### src/sv/afvsp_pkg.sv
// Shared types, codes and tables of the four-voice ADPCM sample player.
`timescale 1ns / 1ps
package afvsp_pkg;

  localparam int unsigned ROM_ADDR_BITS_DEF = 18;
  localparam int unsigned VOICES_DEF        = 4;

  localparam logic [1:0] REQ_TICK  = 2'd0;
  localparam logic [1:0] REQ_CMD   = 2'd1;
  localparam logic [1:0] REQ_ROM   = 2'd2;
  localparam logic [1:0] REQ_NONE  = 2'd3;

  localparam logic [7:0] CFG_MASTER_VOLUME = 8'd0;
  localparam logic [7:0] CFG_SAMPLE_STEP   = 8'd1;

  localparam logic [9:0]  MASTER_VOLUME_RST = 10'd256;
  localparam logic [15:0] SAMPLE_STEP_RST   = 16'd4096;
  localparam logic [16:0] ONE_STEP          = 17'h01000;
  localparam logic [18:0] SPAN_LIMIT        = 19'h7ffff;

  localparam logic signed [13:0] LVL_MAX = 14'sd2047;
  localparam logic signed [13:0] LVL_MIN = -14'sd2048;
  localparam logic signed [6:0]  IDX_MAX = 7'sd48;
  localparam logic signed [23:0] OUT_MAX = 24'sh007fff;
  localparam logic signed [23:0] OUT_MIN = -24'sh008000;

  localparam int unsigned MIX_W = 18;
  localparam int unsigned POS_W = 19;

  typedef struct packed {
    logic [POS_W-1:0]  pos;
    logic [POS_W-1:0]  rem;
    logic [5:0]        sidx;
    logic signed [11:0] lvl;
    logic [7:0]        latch;
    logic [8:0]        gain;
  } voice_t;

  typedef struct packed {
    logic signed [MIX_W-1:0] prev;
    logic signed [MIX_W-1:0] cur;
    logic [11:0]             frac;
    logic [9:0]              mvol;
  } interp_req_t;

  function automatic logic [10:0] step_size(input logic [5:0] idx);
    logic [10:0] r;
    unique case (idx)
      6'd0: r = 11'd16;    6'd1: r = 11'd17;    6'd2: r = 11'd19;    6'd3: r = 11'd21;
      6'd4: r = 11'd23;    6'd5: r = 11'd25;    6'd6: r = 11'd28;    6'd7: r = 11'd31;
      6'd8: r = 11'd34;    6'd9: r = 11'd37;    6'd10: r = 11'd41;   6'd11: r = 11'd45;
      6'd12: r = 11'd50;   6'd13: r = 11'd55;   6'd14: r = 11'd60;   6'd15: r = 11'd66;
      6'd16: r = 11'd73;   6'd17: r = 11'd80;   6'd18: r = 11'd88;   6'd19: r = 11'd97;
      6'd20: r = 11'd107;  6'd21: r = 11'd118;  6'd22: r = 11'd130;  6'd23: r = 11'd143;
      6'd24: r = 11'd157;  6'd25: r = 11'd173;  6'd26: r = 11'd190;  6'd27: r = 11'd209;
      6'd28: r = 11'd230;  6'd29: r = 11'd253;  6'd30: r = 11'd279;  6'd31: r = 11'd307;
      6'd32: r = 11'd337;  6'd33: r = 11'd371;  6'd34: r = 11'd408;  6'd35: r = 11'd449;
      6'd36: r = 11'd494;  6'd37: r = 11'd544;  6'd38: r = 11'd598;  6'd39: r = 11'd658;
      6'd40: r = 11'd724;  6'd41: r = 11'd796;  6'd42: r = 11'd876;  6'd43: r = 11'd963;
      6'd44: r = 11'd1060; 6'd45: r = 11'd1166; 6'd46: r = 11'd1282; 6'd47: r = 11'd1411;
      6'd48: r = 11'd1552;
      default: r = 11'd0;
    endcase
    return r;
  endfunction

  function automatic logic signed [4:0] step_adjust(input logic [2:0] code);
    logic signed [4:0] r;
    unique case (code)
      3'd4: r = 5'sd2;
      3'd5: r = 5'sd4;
      3'd6: r = 5'sd6;
      3'd7: r = 5'sd8;
      default: r = -5'sd1;
    endcase
    return r;
  endfunction

  function automatic logic [8:0] gain_lut(input logic [3:0] vol);
    logic [8:0] r;
    unique case (vol)
      4'd0: r = 9'd256;  4'd1: r = 9'd181;  4'd2: r = 9'd128;  4'd3: r = 9'd91;
      4'd4: r = 9'd64;   4'd5: r = 9'd46;   4'd6: r = 9'd32;   4'd7: r = 9'd23;
      4'd8: r = 9'd16;   4'd9: r = 9'd11;   4'd10: r = 9'd8;   4'd11: r = 9'd6;
      4'd12: r = 9'd4;   4'd13: r = 9'd3;   4'd14: r = 9'd2;   default: r = 9'd1;
    endcase
    return r;
  endfunction

endpackage

### src/sv/afvsp_interp.sv
// Two-stage interpolation and master gain pipeline with 16-bit clipping.
`timescale 1ns / 1ps
module afvsp_interp import afvsp_pkg::*; (
  input  logic               clk_i,
  input  logic               rst_ni,
  input  logic               start_i,
  input  interp_req_t        req_i,
  output logic               done_o,
  output logic signed [15:0] sample_o
);

  logic               v1_q, v2_q;
  logic signed [31:0] p1_q, p1_d;
  logic signed [MIX_W-1:0] prev_q;
  logic [9:0]         mvol_q;
  logic signed [31:0] p2_q, p2_d;
  logic signed [20:0] s_w;
  logic signed [23:0] o_w;

  always_comb begin
    p1_d = 32'($signed(19'(req_i.cur) - 19'(req_i.prev)) * $signed({1'b0, req_i.frac}));
    s_w  = 21'(prev_q) + 21'(p1_q >>> 12);
    p2_d = 32'(s_w * $signed({1'b0, mvol_q}));
    o_w  = 24'(p2_q >>> 8);
    if (o_w > OUT_MAX) begin
      sample_o = OUT_MAX[15:0];
    end else if (o_w < OUT_MIN) begin
      sample_o = OUT_MIN[15:0];
    end else begin
      sample_o = o_w[15:0];
    end
  end

  always_ff @(posedge clk_i or negedge rst_ni) begin
    if (!rst_ni) begin
      v1_q <= 1'b0;
      v2_q <= 1'b0;
    end else begin
      v1_q <= start_i;
      v2_q <= v1_q;
    end
  end

  always_ff @(posedge clk_i) begin
    if (start_i) begin
      p1_q   <= p1_d;
      prev_q <= req_i.prev;
      mvol_q <= req_i.mvol;
    end
    if (v1_q) p2_q <= p2_d;
  end

  assign done_o = v2_q;

endmodule

### config.mk
export PLATFORM = sky130hd
export DESIGN_NAME = afvsp_interp
export DESIGN_NICKNAME = d
export VERILOG_FILES = /design/src/sv/afvsp_pkg.sv /design/src/sv/afvsp_interp.sv
export SDC_FILE = /design/constraint.sdc
export NUM_CORES = 1
export LEC_CHECK = 0
export BUFFER_PORTS_ARGS = -buffer_cell sky130_fd_sc_hd__buf_2
export CORE_MARGIN = 4
export CORE_UTILIZATION = 57
export CTS_CLUSTER_SIZE = 40
export DETAILED_ROUTE_END_ITERATION = 10
export GPL_TIMING_DRIVEN = 0
export MAX_ROUTING_LAYER = met4
export PLACE_DENSITY_LB_ADDON = 0.3
export SLEW_MARGIN = 0
export SYNTH_ARGS = -nofsm -noshare
export SYNTH_HDL_FRONTEND = slang
export SYNTH_SLANG_ARGS = --single-unit
### constraint.sdc
create_clock -name clk_i -period 8.64 [get_ports clk_i]
set_input_delay 1.728 -clock clk_i [delete_from_list [all_inputs] [get_ports clk_i]]
set_output_delay 1.728 -clock clk_i [all_outputs]
set_load 0.1 [all_outputs]
### After elaboration in Yosys (flattened, before gate mapping)

Cells that the tools add are included.

* latch bits: 0
* output and inout bits: 17
* register bits: 94
* bits in writable memories: 0
* memories kept: 0
* word-level logic and storage cells: 14
* memory bits (read-only): 0
* bits of input ports: 61

* bitwise operators: 0
* equal/unequal tests: 0
* mux-type cells: 2
* $add $sub $neg: 2
* divide/modulo/power cells: 0
* shifts and indexed selects: 0
* $lt $le $gt $ge: 2
* multiply operators: 2
* reduce and logical (&&, ||, !) cells: 0

Operators with widths (count)
* multiplier 19 x 13 -> 32 bit: 1
* multiplier 21 x 11 -> 32 bit: 1
* 2-to-1 mux 16 bit: 2
* > comparator 24 x 16 -> 1 bit, second input constant: 1
* less-than comparator 24 x 16 -> 1 bit, second input constant: 1
* adder 18 x 20 -> 21 bit: 1
* subtractor 18 x 18 -> 19 bit: 1

### Longest topological paths before layout

* word-level depth: 3
* gate-level depth with buffers: 33
* mapped depth without buffers: 32

### Worst setup path after synthesis

Ideal clock, no wire load.

* kind: in2reg
* start point: input req_i[22] (netlist bit)
* end point: register p1_q[31], data pin
* stages on the path: 31
* slack: -0.454 ns
* arrival time: 8.834 ns
* setup time: 0.260 ns
* path buffers: 1
* path through: inv_1 -> ha_1 -> inv_1 -> fa_1 -> a21o_1 -> a21oi_2 -> o21ai_2 -> a21oi_2 -> o21ai_2 -> a311o_2 -> a211o_2 -> buf_6 -> a2111oi_2 -> a21oi_1 -> fa_1 -> fa_1 -> inv_1 -> fa_1 -> fa_1 -> inv_1 -> fa_1 -> inv_1 -> ha_1 -> and4_1 -> and2_1 -> a22o_1 -> a31oi_1 -> a31oi_1 -> a21o_1 -> a21oi_1 -> xnor2_1

* longest elaborated chain between the ends: 2

Ends and longest elaborated chain
* start: declaration: line afvsp_interp.sv:7 `input interp_req_t req_i,`
* subtractor 18 x 18 -> 19 bit: line afvsp_interp.sv:21 `p1_d = 32'($signed(19'(req_i.cur) - 19'(req_i.prev)) * $signed({1'b0, req_i.frac}));`
* multiplier 19 x 13 -> 32 bit: line afvsp_interp.sv:21
* net p1_d[31]: line afvsp_interp.sv:13 `logic signed [31:0] p1_q, p1_d;`
* end signal: assignment: line afvsp_interp.sv:46 `p1_q <= p1_d;`
* end: declaration: line afvsp_interp.sv:13

The timed path passes the listed nets, and every way through them passes these cells.
A chain may end at the register's enable or synchronous reset.

### Worst setup path after layout

Same ends and word-level chain as after synthesis.

==> results_dict.tcl <==
set metrics [dict create \
    async_reset_ff_frac 0.0270 \
    grt_pass1_vias 16600 \
    setup_viol 4 \
    hpwl_um 40200 \
    wl_per_cell_um 17.6 \
    critPathBufInv 7 \
    drt-initial-drc-count 900 \
    slowest_delay_ps 630 \
    synth_ff_type "edfxtp_1" \
    cap_viol_max_count 0 \
    cts_tree "built" \
    setup_slack_ps -92.3 \
    skew_ps 11.4 \
    postLayoutCoreUtil 0.652 \
    drv_slew 0 \
    grt_first_pass_wirelength_um 80800 \
    h-tree-depth 3 \
    fp.dieW_um 196 \
    initial_core_util 0.581 \
    end_kind "flop" \
    num_vias 15100 \
    drcViolationCount 0 \
    grt_antenna_before_repair 0 \
    cts_root_buffer "clkbuf_16" \
    final.min_clock_period_ps 8730 \
    syn_to_final_growth_pct 12.3 \
    crit_path_frequent_cell "fa_1" \
    die-area_um2 38300 \
    required_ps 8740 \
    ios 78 \
    layout-drive-gt1-share 0.122 \
    portBuffers 70 \
    routed_wl_um 48800 \
    yosys_warnings 0 \
    synth_edf_count 72 \
    finalCritPeriodShare 1.01 \
    crit_slowest_cell "fa_2" \
    rows 68 \
    synth_cells 2191 \
    ctsLongestPathBuffers 2 \
    status "finished, violations left" \
    grt_max_degree 50 \
    critical_path_class "in -> reg" \
    critPathMaxFanout 7 \
    nNetsFinal 2945 \
    yosysSeqAreaShare 0.110 \
    tightest_slew_ps 1250 \
    clock_sinks 74 \
    synth_cell_types 74 \
    synth_nets 2818 \
    coreArea_um2 34600 \
    die_h_um 196 \
    holdCritPathClass "reg -> reg" \
    gp_congestion 0.940 \
    rsz0062_at_grt "true" \
    track_usage 0.268 \
    finalHoldViolations 0 \
    diodes 0 \
    clock_latency_ps 360 \
    synthesis.area_um2 20100 \
    crit_family "adder cells" \
    path_clk_slew_ps 60 \
    cts_hold_buf 0 \
    synth_seq_cells 74 \
    max_slew_margin 0.153 \
    avgSynthCellArea_um2 9.17 \
    arrival_ps 8830 \
    fillers 2744 \
    max_clock_freq_mhz 115 \
    vias_per_cell 5.44 \
    cp-start-kind "input pin" \
    violations "setup timing" \
    grt_overflow 0 \
    drtPass1Iterations 6 \
    ant_nets 0 \
    numCtsBuffers 9 \
]
## worst register-to-register path, stage by stage (launching register included)
cell       delay [ps]
edfxtp_1          430
ha_1              320
a21o_1            160
a21oi_1           220
o21ai_0           250
a211oi_2          460
a21boi_0          270
a21o_1            230
a21oi_1           380
xnor2_4           250
nand2_1           140
fa_1              520
fa_1              520
inv_1              60
fa_1              500
fa_1              490
inv_1              40
fa_1              470
inv_1              40
ha_1              310
a21o_1            230
a2111oi_1         430
a21oi_1           180
a211o_1           310
a31oi_2           310
o21ai_0           210
o21ai_0           200
a32oi_1            80
## sequential cells by signal, summed over array words and instances, names as in the netlist
name and cells:
prev_q 18, p2_q 24, p1_q 20, mvol_q 10
done_o 1, v1_q 1
## logic make-up (layout without fill, tap and decap cells)
kind of cell               after synthesis  after routing  share of synthesized area
AOI/OAI and AO/OA                      255            255                     0.0896
xor gates and xnor gates                81             81                     0.0353
DFF                                     74             74                      0.110
buffers and inverters                  617            749                      0.119
and+or+nand+nor                        598            598                      0.148
adders and majority gates              566            566                      0.498
## layer usage
metal	wire length, µm	global-route usage	vias up
met5	0	-	-
met4	1990	0.104	0
met3	2120	0.0227	113
met2	25100	0.473	457
met1	19600	0.320	7568
li1	-	-	6986
## what timing repair did
action                                  in CTS  in global routing
endpoints found under the setup margin      19                 20
pin swaps                                   65                 68
gates cloned                                 1                  0
buffers inserted                            31                 15
gates resized for setup                    103                 61
## layout make-up
cell class,count,area (µm²),share of cell area
Clock inverter,7,77.6,0.00344
Timing Repair Buffer,117,754,0.0334
Inverter,532,2010,0.0891
Multi-Input combinational cell,1500,16300,0.720
Sequential cell,74,2210,0.0980
Tap cell,455,569,0.0252
Buffer,84,459,0.0203
Clock buffer,9,225,0.00998
## final timing paths
path                           start  endpoint  slack, ps  cells after the start
max                        req_i[22]  p1_q[31]        -90                     32
min                             v1_q    done_o        950                      0
max reg2reg                 p1_q[13]  p2_q[30]        370                     27
min reg2reg                     v1_q    done_o        950                      0
max in group asynchronous     rst_ni      v1_q       7400                      1
min in group asynchronous     rst_ni    done_o       1150                      1
## through the flow
| step | instances | worst slack [ps] | hold WS, ps | area [µm²] | setup TNS (ps) |
|---|---|---|---|---|---|
| CTS | 2764 | -276 | 978 | 22300 | -698 |
| global route | 2778 | -278 | 1040 | 22600 | -1560 |
| finish | 2778 | -92.3 | 948 | 22600 | -261 |
| global placement | 2716 | -1240 | 942 | 21200 | -13440 |
| floorplan | 2191 | -36.1 | 810 | 20200 | -66.1 |
| detailed placement | 2716 | -1340 | 971 | 21200 | -14970 |
## cells in the mapped netlist (3+ instances only)
master | count | share of area
nand4_1 | 8 | 0.0025
a311oi_1 | 7 | 0.0030
ha_1 | 175 | 0.11
o21ai_0 | 32 | 0.0080
a2111oi_0 | 6 | 0.0026
nand4b_1 | 3 | 0.0013
and2_1 | 175 | 0.054
xor2_1 | 25 | 0.011
buf_2 | 4 | 0.0010
o21bai_1 | 5 | 0.0019
clkbuf_8 | 3 | 0.0021
nor4_1 | 8 | 0.0025
and4_1 | 3 | 0.0013
nand3_1 | 28 | 0.0070
nor2b_1 | 26 | 0.0081
or3_1 | 4 | 0.0012
a2111oi_2 | 4 | 0.0030
clkbuf_1 | 72 | 0.013
a21oi_1 | 68 | 0.017
o211ai_1 | 17 | 0.0063
fa_1 | 391 | 0.39
xnor2_1 | 56 | 0.024
inv_1 | 532 | 0.099
o311ai_1 | 3 | 0.0013
o311ai_0 | 5 | 0.0022
a21boi_0 | 3 | 0.0011
nor2_1 | 33 | 0.0062
a211oi_1 | 9 | 0.0034
or2_2 | 5 | 0.0016
nor3_1 | 12 | 0.0030
and3_1 | 9 | 0.0028
o21a_1 | 22 | 0.0082
a31oi_1 | 9 | 0.0028
a21o_1 | 30 | 0.011
nand2_1 | 264 | 0.049
edfxtp_1 | 72 | 0.11
nand2b_1 | 12 | 0.0037
## placed cells by master (no fill, tap or decap), types with 6 or more instances in the layout
cell,count
nand3_1,26
o21a_1,20
ha_1,157
o211ai_1,17
edfxtp_1,72
xor2_1,21
a21oi_1,56
a21o_1,30
fa_2,9
nor3_1,12
ha_4,17
nor2b_1,26
clkbuf_1,60
a2111oi_4,6
buf_4,47
fa_1,382
xnor2_1,50
o21ai_0,26
nand4_1,8
nor4_1,8
a311oi_1,7
and3_1,6
clkbuf_16,9
and2_1,170
inv_2,18
nand2b_1,12
buf_2,72
nand2_1,264
a21oi_2,11
inv_1,512
nor2_1,32
Power is not shown: default switching activity piles up to over one toggle a cycle in this logic, so the estimate is an artifact.
