$ cat src/sv/afvsp_pkg.sv
// Shared types, codes and tables of the four-voice ADPCM sample player.
`timescale 1ns / 1ps
package afvsp_pkg;

  localparam int unsigned ROM_ADDR_BITS_DEF = 18;
  localparam int unsigned VOICES_DEF        = 4;

  localparam logic [1:0] REQ_TICK  = 2'd0;
  localparam logic [1:0] REQ_CMD   = 2'd1;
  localparam logic [1:0] REQ_ROM   = 2'd2;
  localparam logic [1:0] REQ_NONE  = 2'd3;

  localparam logic [7:0] CFG_MASTER_VOLUME = 8'd0;
  localparam logic [7:0] CFG_SAMPLE_STEP   = 8'd1;

  localparam logic [9:0]  MASTER_VOLUME_RST = 10'd256;
  localparam logic [15:0] SAMPLE_STEP_RST   = 16'd4096;
  localparam logic [16:0] ONE_STEP          = 17'h01000;
  localparam logic [18:0] SPAN_LIMIT        = 19'h7ffff;

  localparam logic signed [13:0] LVL_MAX = 14'sd2047;
  localparam logic signed [13:0] LVL_MIN = -14'sd2048;
  localparam logic signed [6:0]  IDX_MAX = 7'sd48;
  localparam logic signed [23:0] OUT_MAX = 24'sh007fff;
  localparam logic signed [23:0] OUT_MIN = -24'sh008000;

  localparam int unsigned MIX_W = 18;
  localparam int unsigned POS_W = 19;

  typedef struct packed {
    logic [POS_W-1:0]  pos;
    logic [POS_W-1:0]  rem;
    logic [5:0]        sidx;
    logic signed [11:0] lvl;
    logic [7:0]        latch;
    logic [8:0]        gain;
  } voice_t;

  typedef struct packed {
    logic signed [MIX_W-1:0] prev;
    logic signed [MIX_W-1:0] cur;
    logic [11:0]             frac;
    logic [9:0]              mvol;
  } interp_req_t;

  function automatic logic [10:0] step_size(input logic [5:0] idx);
    logic [10:0] r;
    unique case (idx)
      6'd0: r = 11'd16;    6'd1: r = 11'd17;    6'd2: r = 11'd19;    6'd3: r = 11'd21;
      6'd4: r = 11'd23;    6'd5: r = 11'd25;    6'd6: r = 11'd28;    6'd7: r = 11'd31;
      6'd8: r = 11'd34;    6'd9: r = 11'd37;    6'd10: r = 11'd41;   6'd11: r = 11'd45;
      6'd12: r = 11'd50;   6'd13: r = 11'd55;   6'd14: r = 11'd60;   6'd15: r = 11'd66;
      6'd16: r = 11'd73;   6'd17: r = 11'd80;   6'd18: r = 11'd88;   6'd19: r = 11'd97;
      6'd20: r = 11'd107;  6'd21: r = 11'd118;  6'd22: r = 11'd130;  6'd23: r = 11'd143;
      6'd24: r = 11'd157;  6'd25: r = 11'd173;  6'd26: r = 11'd190;  6'd27: r = 11'd209;
      6'd28: r = 11'd230;  6'd29: r = 11'd253;  6'd30: r = 11'd279;  6'd31: r = 11'd307;
      6'd32: r = 11'd337;  6'd33: r = 11'd371;  6'd34: r = 11'd408;  6'd35: r = 11'd449;
      6'd36: r = 11'd494;  6'd37: r = 11'd544;  6'd38: r = 11'd598;  6'd39: r = 11'd658;
      6'd40: r = 11'd724;  6'd41: r = 11'd796;  6'd42: r = 11'd876;  6'd43: r = 11'd963;
      6'd44: r = 11'd1060; 6'd45: r = 11'd1166; 6'd46: r = 11'd1282; 6'd47: r = 11'd1411;
      6'd48: r = 11'd1552;
      default: r = 11'd0;
    endcase
    return r;
  endfunction

  function automatic logic signed [4:0] step_adjust(input logic [2:0] code);
    logic signed [4:0] r;
    unique case (code)
      3'd4: r = 5'sd2;
      3'd5: r = 5'sd4;
      3'd6: r = 5'sd6;
      3'd7: r = 5'sd8;
      default: r = -5'sd1;
    endcase
    return r;
  endfunction

  function automatic logic [8:0] gain_lut(input logic [3:0] vol);
    logic [8:0] r;
    unique case (vol)
      4'd0: r = 9'd256;  4'd1: r = 9'd181;  4'd2: r = 9'd128;  4'd3: r = 9'd91;
      4'd4: r = 9'd64;   4'd5: r = 9'd46;   4'd6: r = 9'd32;   4'd7: r = 9'd23;
      4'd8: r = 9'd16;   4'd9: r = 9'd11;   4'd10: r = 9'd8;   4'd11: r = 9'd6;
      4'd12: r = 9'd4;   4'd13: r = 9'd3;   4'd14: r = 9'd2;   default: r = 9'd1;
    endcase
    return r;
  endfunction

endpackage

$ cat src/sv/afvsp_adpcm.sv
// ADPCM nibble decoder: level, step index, position, remaining count and latch update of one voice entry.
`timescale 1ns / 1ps
module afvsp_adpcm import afvsp_pkg::*; (
  input  voice_t     cur_i,
  input  logic [7:0] rom_byte_i,
  output voice_t     nxt_o
);

  logic [7:0]         byte_l;
  logic [3:0]         nib;
  logic [10:0]        stp;
  logic [12:0]        mag;
  logic signed [13:0] lvl_w;
  logic signed [6:0]  idx_w;

  always_comb begin
    byte_l = cur_i.pos[0] ? cur_i.latch : rom_byte_i;
    nib    = cur_i.pos[0] ? byte_l[3:0] : byte_l[7:4];
    stp    = step_size(cur_i.sidx);
    mag    = 13'(stp >> 3);
    if (nib[0]) mag = mag + 13'(stp >> 2);
    if (nib[1]) mag = mag + 13'(stp >> 1);
    if (nib[2]) mag = mag + 13'(stp);
    lvl_w  = 14'(cur_i.lvl) + (nib[3] ? -$signed({1'b0, mag}) : $signed({1'b0, mag}));
    idx_w  = $signed({1'b0, cur_i.sidx}) + 7'(step_adjust(nib[2:0]));
    nxt_o  = cur_i;
    nxt_o.pos   = cur_i.pos + 1'b1;
    nxt_o.rem   = cur_i.rem - 1'b1;
    nxt_o.latch = byte_l;
    if (lvl_w > LVL_MAX) begin
      nxt_o.lvl = LVL_MAX[11:0];
    end else if (lvl_w < LVL_MIN) begin
      nxt_o.lvl = LVL_MIN[11:0];
    end else begin
      nxt_o.lvl = lvl_w[11:0];
    end
    if (idx_w > IDX_MAX) begin
      nxt_o.sidx = IDX_MAX[5:0];
    end else if (idx_w < 7'sd0) begin
      nxt_o.sidx = 6'd0;
    end else begin
      nxt_o.sidx = idx_w[5:0];
    end
  end

endmodule

$ cat config.mk
export PLATFORM = sky130hd
export DESIGN_NAME = afvsp_adpcm
export DESIGN_NICKNAME = d
export VERILOG_FILES = /design/src/sv/afvsp_pkg.sv /design/src/sv/afvsp_adpcm.sv
export SDC_FILE = /design/constraint.sdc
export NUM_CORES = 1
export LEC_CHECK = 0
export ABC_AREA = 1
export CAP_MARGIN = 15
export CELL_PAD_IN_SITES_DETAIL_PLACEMENT = 0
export CELL_PAD_IN_SITES_GLOBAL_PLACEMENT = 1
export CORE_MARGIN = 3
export CORE_UTILIZATION = 41
export DETAILED_ROUTE_END_ITERATION = 10
export DONT_BUFFER_PORTS = 1
export PLACE_DENSITY_LB_ADDON = 0.25
export SYNTH_ARGS = -nofsm -noshare
export SYNTH_HDL_FRONTEND = slang
export SYNTH_SLANG_ARGS = --single-unit
export TNS_END_PERCENT = 5
$ cat constraint.sdc
create_clock -name vclk -period 8.7
set_input_delay 1.305 -clock vclk [all_inputs]
set_output_delay 1.305 -clock vclk [all_outputs]
set_load 0.02 [all_outputs]
Word level (Yosys, flattened, before mapping) --
Memories as Yosys holds them, arrays and structs flattened. Cells that the tools add are included.
Storage, ports and cells: register bits 0, latch bits 0, RAM bits 0, bits in read-only memories 704, input bits 81, output and inout bits 73, word-level logic and storage cells 28, memories kept 1
Memories:
- (no name shown) | depth 64, width 11, read ports 1, clocked after memory_dff 0, write ports 0, RTL line afvsp_pkg.sv:48 | unique case (idx)
Operators by class: add/subtract/negate cells 8, multiply operators 0, div/mod/pow operators 0, order comparisons 4, eq/ne operators 4, shift-type cells 0, multiplexer cells 11, bitwise logic cells 0, reductions and logical operators 0
Operators by type and width (number):
- 13-bit 2-to-1 mux | 3
- 12-bit 2-to-1 mux | 2
- 5-bit case mux with 4 select lines | 1
- 19-bit by 1-bit adder with 19-bit output (second input constant) | 1
- 19-bit by 1-bit subtractor with 19-bit output (second input constant) | 1
- 12-bit by 14-bit adder with 14-bit output | 1
- 14-bit by 12-bit > comparator with 1-bit output (second input constant) | 1
- 14-bit by 12-bit < comparator with 1-bit output (second input constant) | 1
- 14-bit 2-to-1 mux | 1
- 13-bit negator with 14-bit output | 1
- 13-bit by 10-bit adder with 13-bit output | 1
- 13-bit by 11-bit adder with 13-bit output | 1
- 3-bit == test (second input constant) | 4
- 6-bit 2-to-1 mux | 2
- 8-bit by 9-bit adder with 10-bit output | 1
- 8-bit 2-to-1 mux | 1
- 7-bit by 5-bit adder with 7-bit output | 1
- 7-bit > comparator (second input constant) | 1
- 7-bit by 1-bit < comparator with 1-bit output (second input constant) | 1
- 4-bit 2-to-1 mux | 1

Longest topological paths before layout --
Gate-level depths: netlist of run 1.
word-level depth 13, gate-level depth with buffers 57

Worst setup path after synthesis of run 1 --
No wires, ideal clock.
kind input to output, start input cur_i[30] in the netlist's numbering, end output nxt_o[18] in the netlist's numbering, data arrival time 7.510 ns, path slack -0.115 ns, cell stages on the path 41, buffers on the path 1, path through inv_1 ha_1 inv_1 nand2_1 nand2_1 o211ai_2 and2_1 ha_1 fa_1 or2_1 and2_1 fa_1 xnor2_1 nand2_1 nand2_1 inv_1 ha_1 a21oi_2 [5 not listed] nor4_2 a21oi_1 xor2_1 inv_1 ha_1 a21oi_1 o21ai_0 a21oi_1 nor2_1 o22ai_1 o21ai_0 nand2_1 nand2_1 a21oi_1 nand3_1 o211ai_2 buf_6 nand2_1
RTL lines:
- start: declaration | RTL line afvsp_adpcm.sv:4 | input voice_t cur_i,
- end: declaration | RTL line afvsp_adpcm.sv:6 | output voice_t nxt_o

==> flow_metrics.tcl, run 1 <==
set metrics [dict create \
    antenna_found_initial 0 \
    nNetsFinal 1208 \
    num-clock-buffers 0 \
    cpPeakStageDelay_ns 0.57 \
    hp-start "cur_i[0]" \
    tightestPinTransition_ns 0.623 \
    yosys_warnings 0 \
    areaGrowthSynthToFinish_pct 39.3 \
    grt_pass1_vias 5550 \
    run_status "finished with violations" \
    rsz0062_at_grt "true" \
    path_buf_inv 8 \
    synth_area_leaders "nand2_1 (20%), ha_1 (14%), inv_1 (8.7%), xor2_1 (8.5%), nand3_1 (8.3%)" \
    portBuffers 0 \
    p_leak_nw 3.88 \
    cpMostUsedCell "nand2_1" \
    fin_crit_sh_pct 101 \
    end_kind "primary output" \
    crit_start "cur_i[30]" \
    max-vdd-ir-drop_mv 0.0891 \
    finalHoldViolations 0 \
    postSynthAreaPerCell_um2 5.70 \
    ff_latch_area_um2 0 \
    wire_per_inst_um 12.8 \
    cp_slowest_cell "fa_2" \
    cp.arrival_ns 7.50 \
    synth.net_count 1069 \
    netlist_area_mm2 0.00526 \
    start_kind "primary input" \
    hold_path_class "in -> out" \
    crit_type "in -> out" \
    ant_nets 0 \
    yosys.cell_types.count 48 \
    dp_hpwl_um 12600 \
    power_density_mw_per_mm2 183 \
    drtIter0Drc 326 \
    post-route-cell-area_mm2 0.00733 \
    nFlopsAndLatches 0 \
    power.total_w 0.00134 \
    synth_most_common_cell "nand2_1" \
    max_clock_freq_mhz 114 \
    via_per_inst 5.03 \
    drc 0 \
    max_cap_viol_count 0 \
    diodes 0 \
    drt_wl_total_um 15800 \
    violations "setup timing" \
    synth_cells 923 \
    grt_pass1_wl_um 24900 \
    placed_cell_area_mm2 0.00639 \
    io_pins 154 \
    fp.coreArea_mm2 0.0123 \
    grt_overflow 0 \
    grt_usage_pct 20.0 \
    synth_top_cell_area_share_pct 20.4 \
    first_pass_iters 5 \
    initial_core_util_pct 42.9 \
    drive_gt1_share_pct 36.0 \
    drv_slew 0 \
    rows 40 \
    setup_viol 11 \
    yosysSeqAreaShare_pct 0 \
    maxSlewHeadroom_pct 58.1 \
    path_max_fanout 12 \
    die_w_um 119 \
    timing.hold.ws_ns 2.61 \
    synth_commonest_cells "nand2_1 (286), inv_1 (122), nand3_1 (87)" \
    die_y_um 119 \
    synth_top_cell_by_area "nand2_1" \
    period_minus_slack_ns 8.81 \
    path_delay_family "simple AND/OR/NAND/NOR gates" \
    globalplace.congestion 0.919 \
    setup_slack_ns -0.109 \
    vias 6173 \
    dieArea_mm2 0.0142 \
    grt_max_degree 23 \
    critPathRequiredTime_ns 7.39 \
]
## layout make-up
cell class / instances / area, um^2
Timing Repair Buffer: 162 / 1270
Fill cell: 1137 / 4930
Multi-Input combinational cell: 762 / 5330
Inverter: 136 / 528
Tap cell: 168 / 210
## layout by cell type (no fill, tap or decap), types with 27 or more instances in the layout
master	netlist	layout
nor2_1	60	53
nand3_1	87	79
ha_1	60	30
xor2_1	51	48
ha_4	0	27
nand3_2	26	34
nand2_1	286	244
inv_1	122	116
buf_4	15	157
nand2_2	23	52
## metal layers
metal | routed length (um) | vias up | global-route usage [%] | share of wire (%)
met2 | 7330 | 198 | 35.0 | 46
li1 | - | 3231 | - | -
met5 | 0 | - | 0 | 0
met1 | 7320 | 2722 | 27.7 | 46
met3 | 893 | 22 | 0.950 | 5.7
met4 | 229 | 0 | 3.15 | 1.5
## where the power goes
part           internal [W]  switching (W)  total, W
logic              0.000620       0.000721   0.00134
registers                 0              0         0
clock network             0              0         0
total              0.000620       0.000721   0.00134
## final timing paths
kind	to	slack, ns	cells past startpoint
hold / removal	nxt_o[0]	2.61	0
setup / recovery	nxt_o[19]	-0.11	47
## through the flow
stage          util [%]  worst slack, ns  std cells  TNS, ns
6_report           59.8           -0.109       1228   -0.905
3_3_place_gp       52.1           -0.376       1205    -4.38
3_5_place_dp       52.1           -0.415       1205    -4.84
2_1_floorplan         -           0.0498        923        0
5_1_grt            59.8           -0.451       1228    -4.86
4_1_cts            53.4           -0.231       1211    -2.58
## cell families (layout without fill, tap and decap cells)
kind of cell             count (synthesis)  after routing  synth area share (%)
XOR/XNOR                                65             65                  10.8
buffers and inverters                  161            298                  14.0
AO/OA/AOI/OAI                           79             79                  8.72
AND/OR/NAND/NOR                        553            553                  50.3
adder cells (fa/ha/maj)                 65             65                  16.2
## repair_timing
item                       4_1_cts  5_1_grt
cloned                           1        0
setup buffers                    5       17
hold buffers                     0        0
gates resized for setup         21      134
setup endpoints to repair       12       12
pin swaps                        8       55
No activity file was read; power rests on OpenSTA's default activity.
==> inputs of run 2 (changes only) <==
- CAP_MARGIN: 15 -> 10
- SETUP_SLACK_MARGIN: unset -> 0.5
==> flow_metrics.tcl, run 2 (synthesized netlist as in run 1, its figures left out) <==
set metrics [dict create \
    die_w_um 119 \
    rsz0062_at_grt "true" \
    num-fill-cells 1249 \
    critPathRequiredTime_ns 7.39 \
    fp.coreArea_mm2 0.0123 \
    areaGrowthSynthToFinish_pct 32.5 \
    placed_cell_area_mm2 0.00652 \
    first_pass_iters 5 \
    p_leak_nw 3.77 \
    drv_slew 0 \
    setup_viol 11 \
    globalplace.congestion 0.904 \
    vias 5995 \
    grt_overflow 0 \
    initial_core_util_pct 42.9 \
    routed.top_layer "met4" \
    grt_max_degree 23 \
    post-route-cell-area_mm2 0.00698 \
    portBuffers 0 \
    grt_pass1_vias 5544 \
    final_cell_mix "nand2_1 (254), buf_4 (142), inv_1 (118), nand3_1 (82), nor2_1 (55)" \
    max-vdd-ir-drop_mv 0.0983 \
    diodes 0 \
    antenna_found_initial 0 \
    cpMostUsedCell "nand2_1" \
    io_pins 154 \
    cp.arrival_ns 7.46 \
    start_kind "primary input" \
    met3_wirelength_um 721 \
    run_status "finished with violations" \
    num-clock-buffers 0 \
    hold_path_class "in -> out" \
    max_clock_freq_mhz 114 \
    violations "setup timing" \
    nFlopsAndLatches 0 \
    final_common_cell "nand2_1" \
    final_core_util_pct 56.9 \
    power_density_mw_per_mm2 180 \
    drtIter0Drc 369 \
    finalHoldViolations 0 \
    crit_type "in -> out" \
    cpPeakStageDelay_ns 0.47 \
    period_minus_slack_ns 8.76 \
    grt_usage_pct 20.0 \
    drt_wl_total_um 15300 \
    via_per_inst 4.94 \
    dp_hpwl_um 12700 \
    path_max_fanout 10 \
    ant_nets 0 \
    end_kind "primary output" \
    drc 0 \
    fin_crit_sh_pct 101 \
    ff_latch_area_um2 0 \
    max_cap_viol_count 0 \
    preCtsSetupSlack_ns -0.237 \
    tightestPinTransition_ns 0.655 \
    dieArea_mm2 0.0142 \
    wl_met2_um 7310 \
    rows 40 \
    drive_gt1_share_pct 31.7 \
    cp_slowest_cell "fa_1" \
    grt_pass1_wl_um 25000 \
    die_y_um 119 \
    finalSetupTns_ns -0.556 \
    nNetsFinal 1193 \
    setup_slack_ns -0.0619 \
    met1_length_um 7100 \
    maxSlewHeadroom_pct 56.0 \
    wire_per_inst_um 12.6 \
]
[run 2: changes by cell type in the layout (fill, tap and decap cells not counted), moves of 4 or more]
| cell | change |
|---|---|
| nand2_2 | -7 |
| nand2_1 | +10 |
| ha_4 | -8 |
| nand3_2 | -4 |
| ha_1 | +9 |
| buf_4 | -15 |
[run 2: final timing paths]
| check | start | endpoint | slack (ns) | cells after the start |
|---|---|---|---|---|
| min | cur_i[1] | nxt_o[1] | 2.61 | 0 |
| max | cur_i[29] | nxt_o[20] | -0.06 | 43 |
[run 2: repair_timing]
action	CTS	global route
setup buffers	8	1
gates resized for setup	28	52
pin swaps	24	18
setup endpoints to repair	12	12
hold buffers	0	0
[run 2: stage by stage]
step                      power (W)  std cells  hold slack [ns]
after floorplan            0.000795        923             2.70
after global placement      0.00114       1204             2.61
after detailed placement    0.00114       1204             2.61
after CTS                   0.00119       1212             2.61
after global routing        0.00139       1213             2.61
final                       0.00126       1213             2.61
[run 2: worst max-delay path: cells and delay by family]
| family | cells | cell delay, ns |
|---|---|---|
| AOI/OAI and AO/OA | 2 | 0.30 |
| xor gates and xnor gates | 3 | 0.48 |
| adders and majority gates | 6 | 2.09 |
| buffers and inverters | 6 | 0.83 |
| and+or+nand+nor | 26 | 2.41 |
[run 2: layout make-up]
cell class         count  area [um^2]  share of cell area (%)
multi-input cells    762         5100                    73.1
repair buffers       147         1140                    16.3
inverters            136          528                    7.57
well taps            168          210                    3.01
[run 2: power by group]
part           total (W)  internal, W  switching (W)
Clock                  0            0              0
Sequential             0            0              0
Combinational    0.00126     0.000573       0.000685
[run 2: metal layers]
| layer | global-route usage [%] | vias up |
|---|---|---|
| met4 | 2.65 | 0 |
| met1 | 27.7 | 2606 |
| li1 | - | 3210 |
| met2 | 35.1 | 156 |
| met3 | 1.14 | 23 |
| met5 | 0 | - |
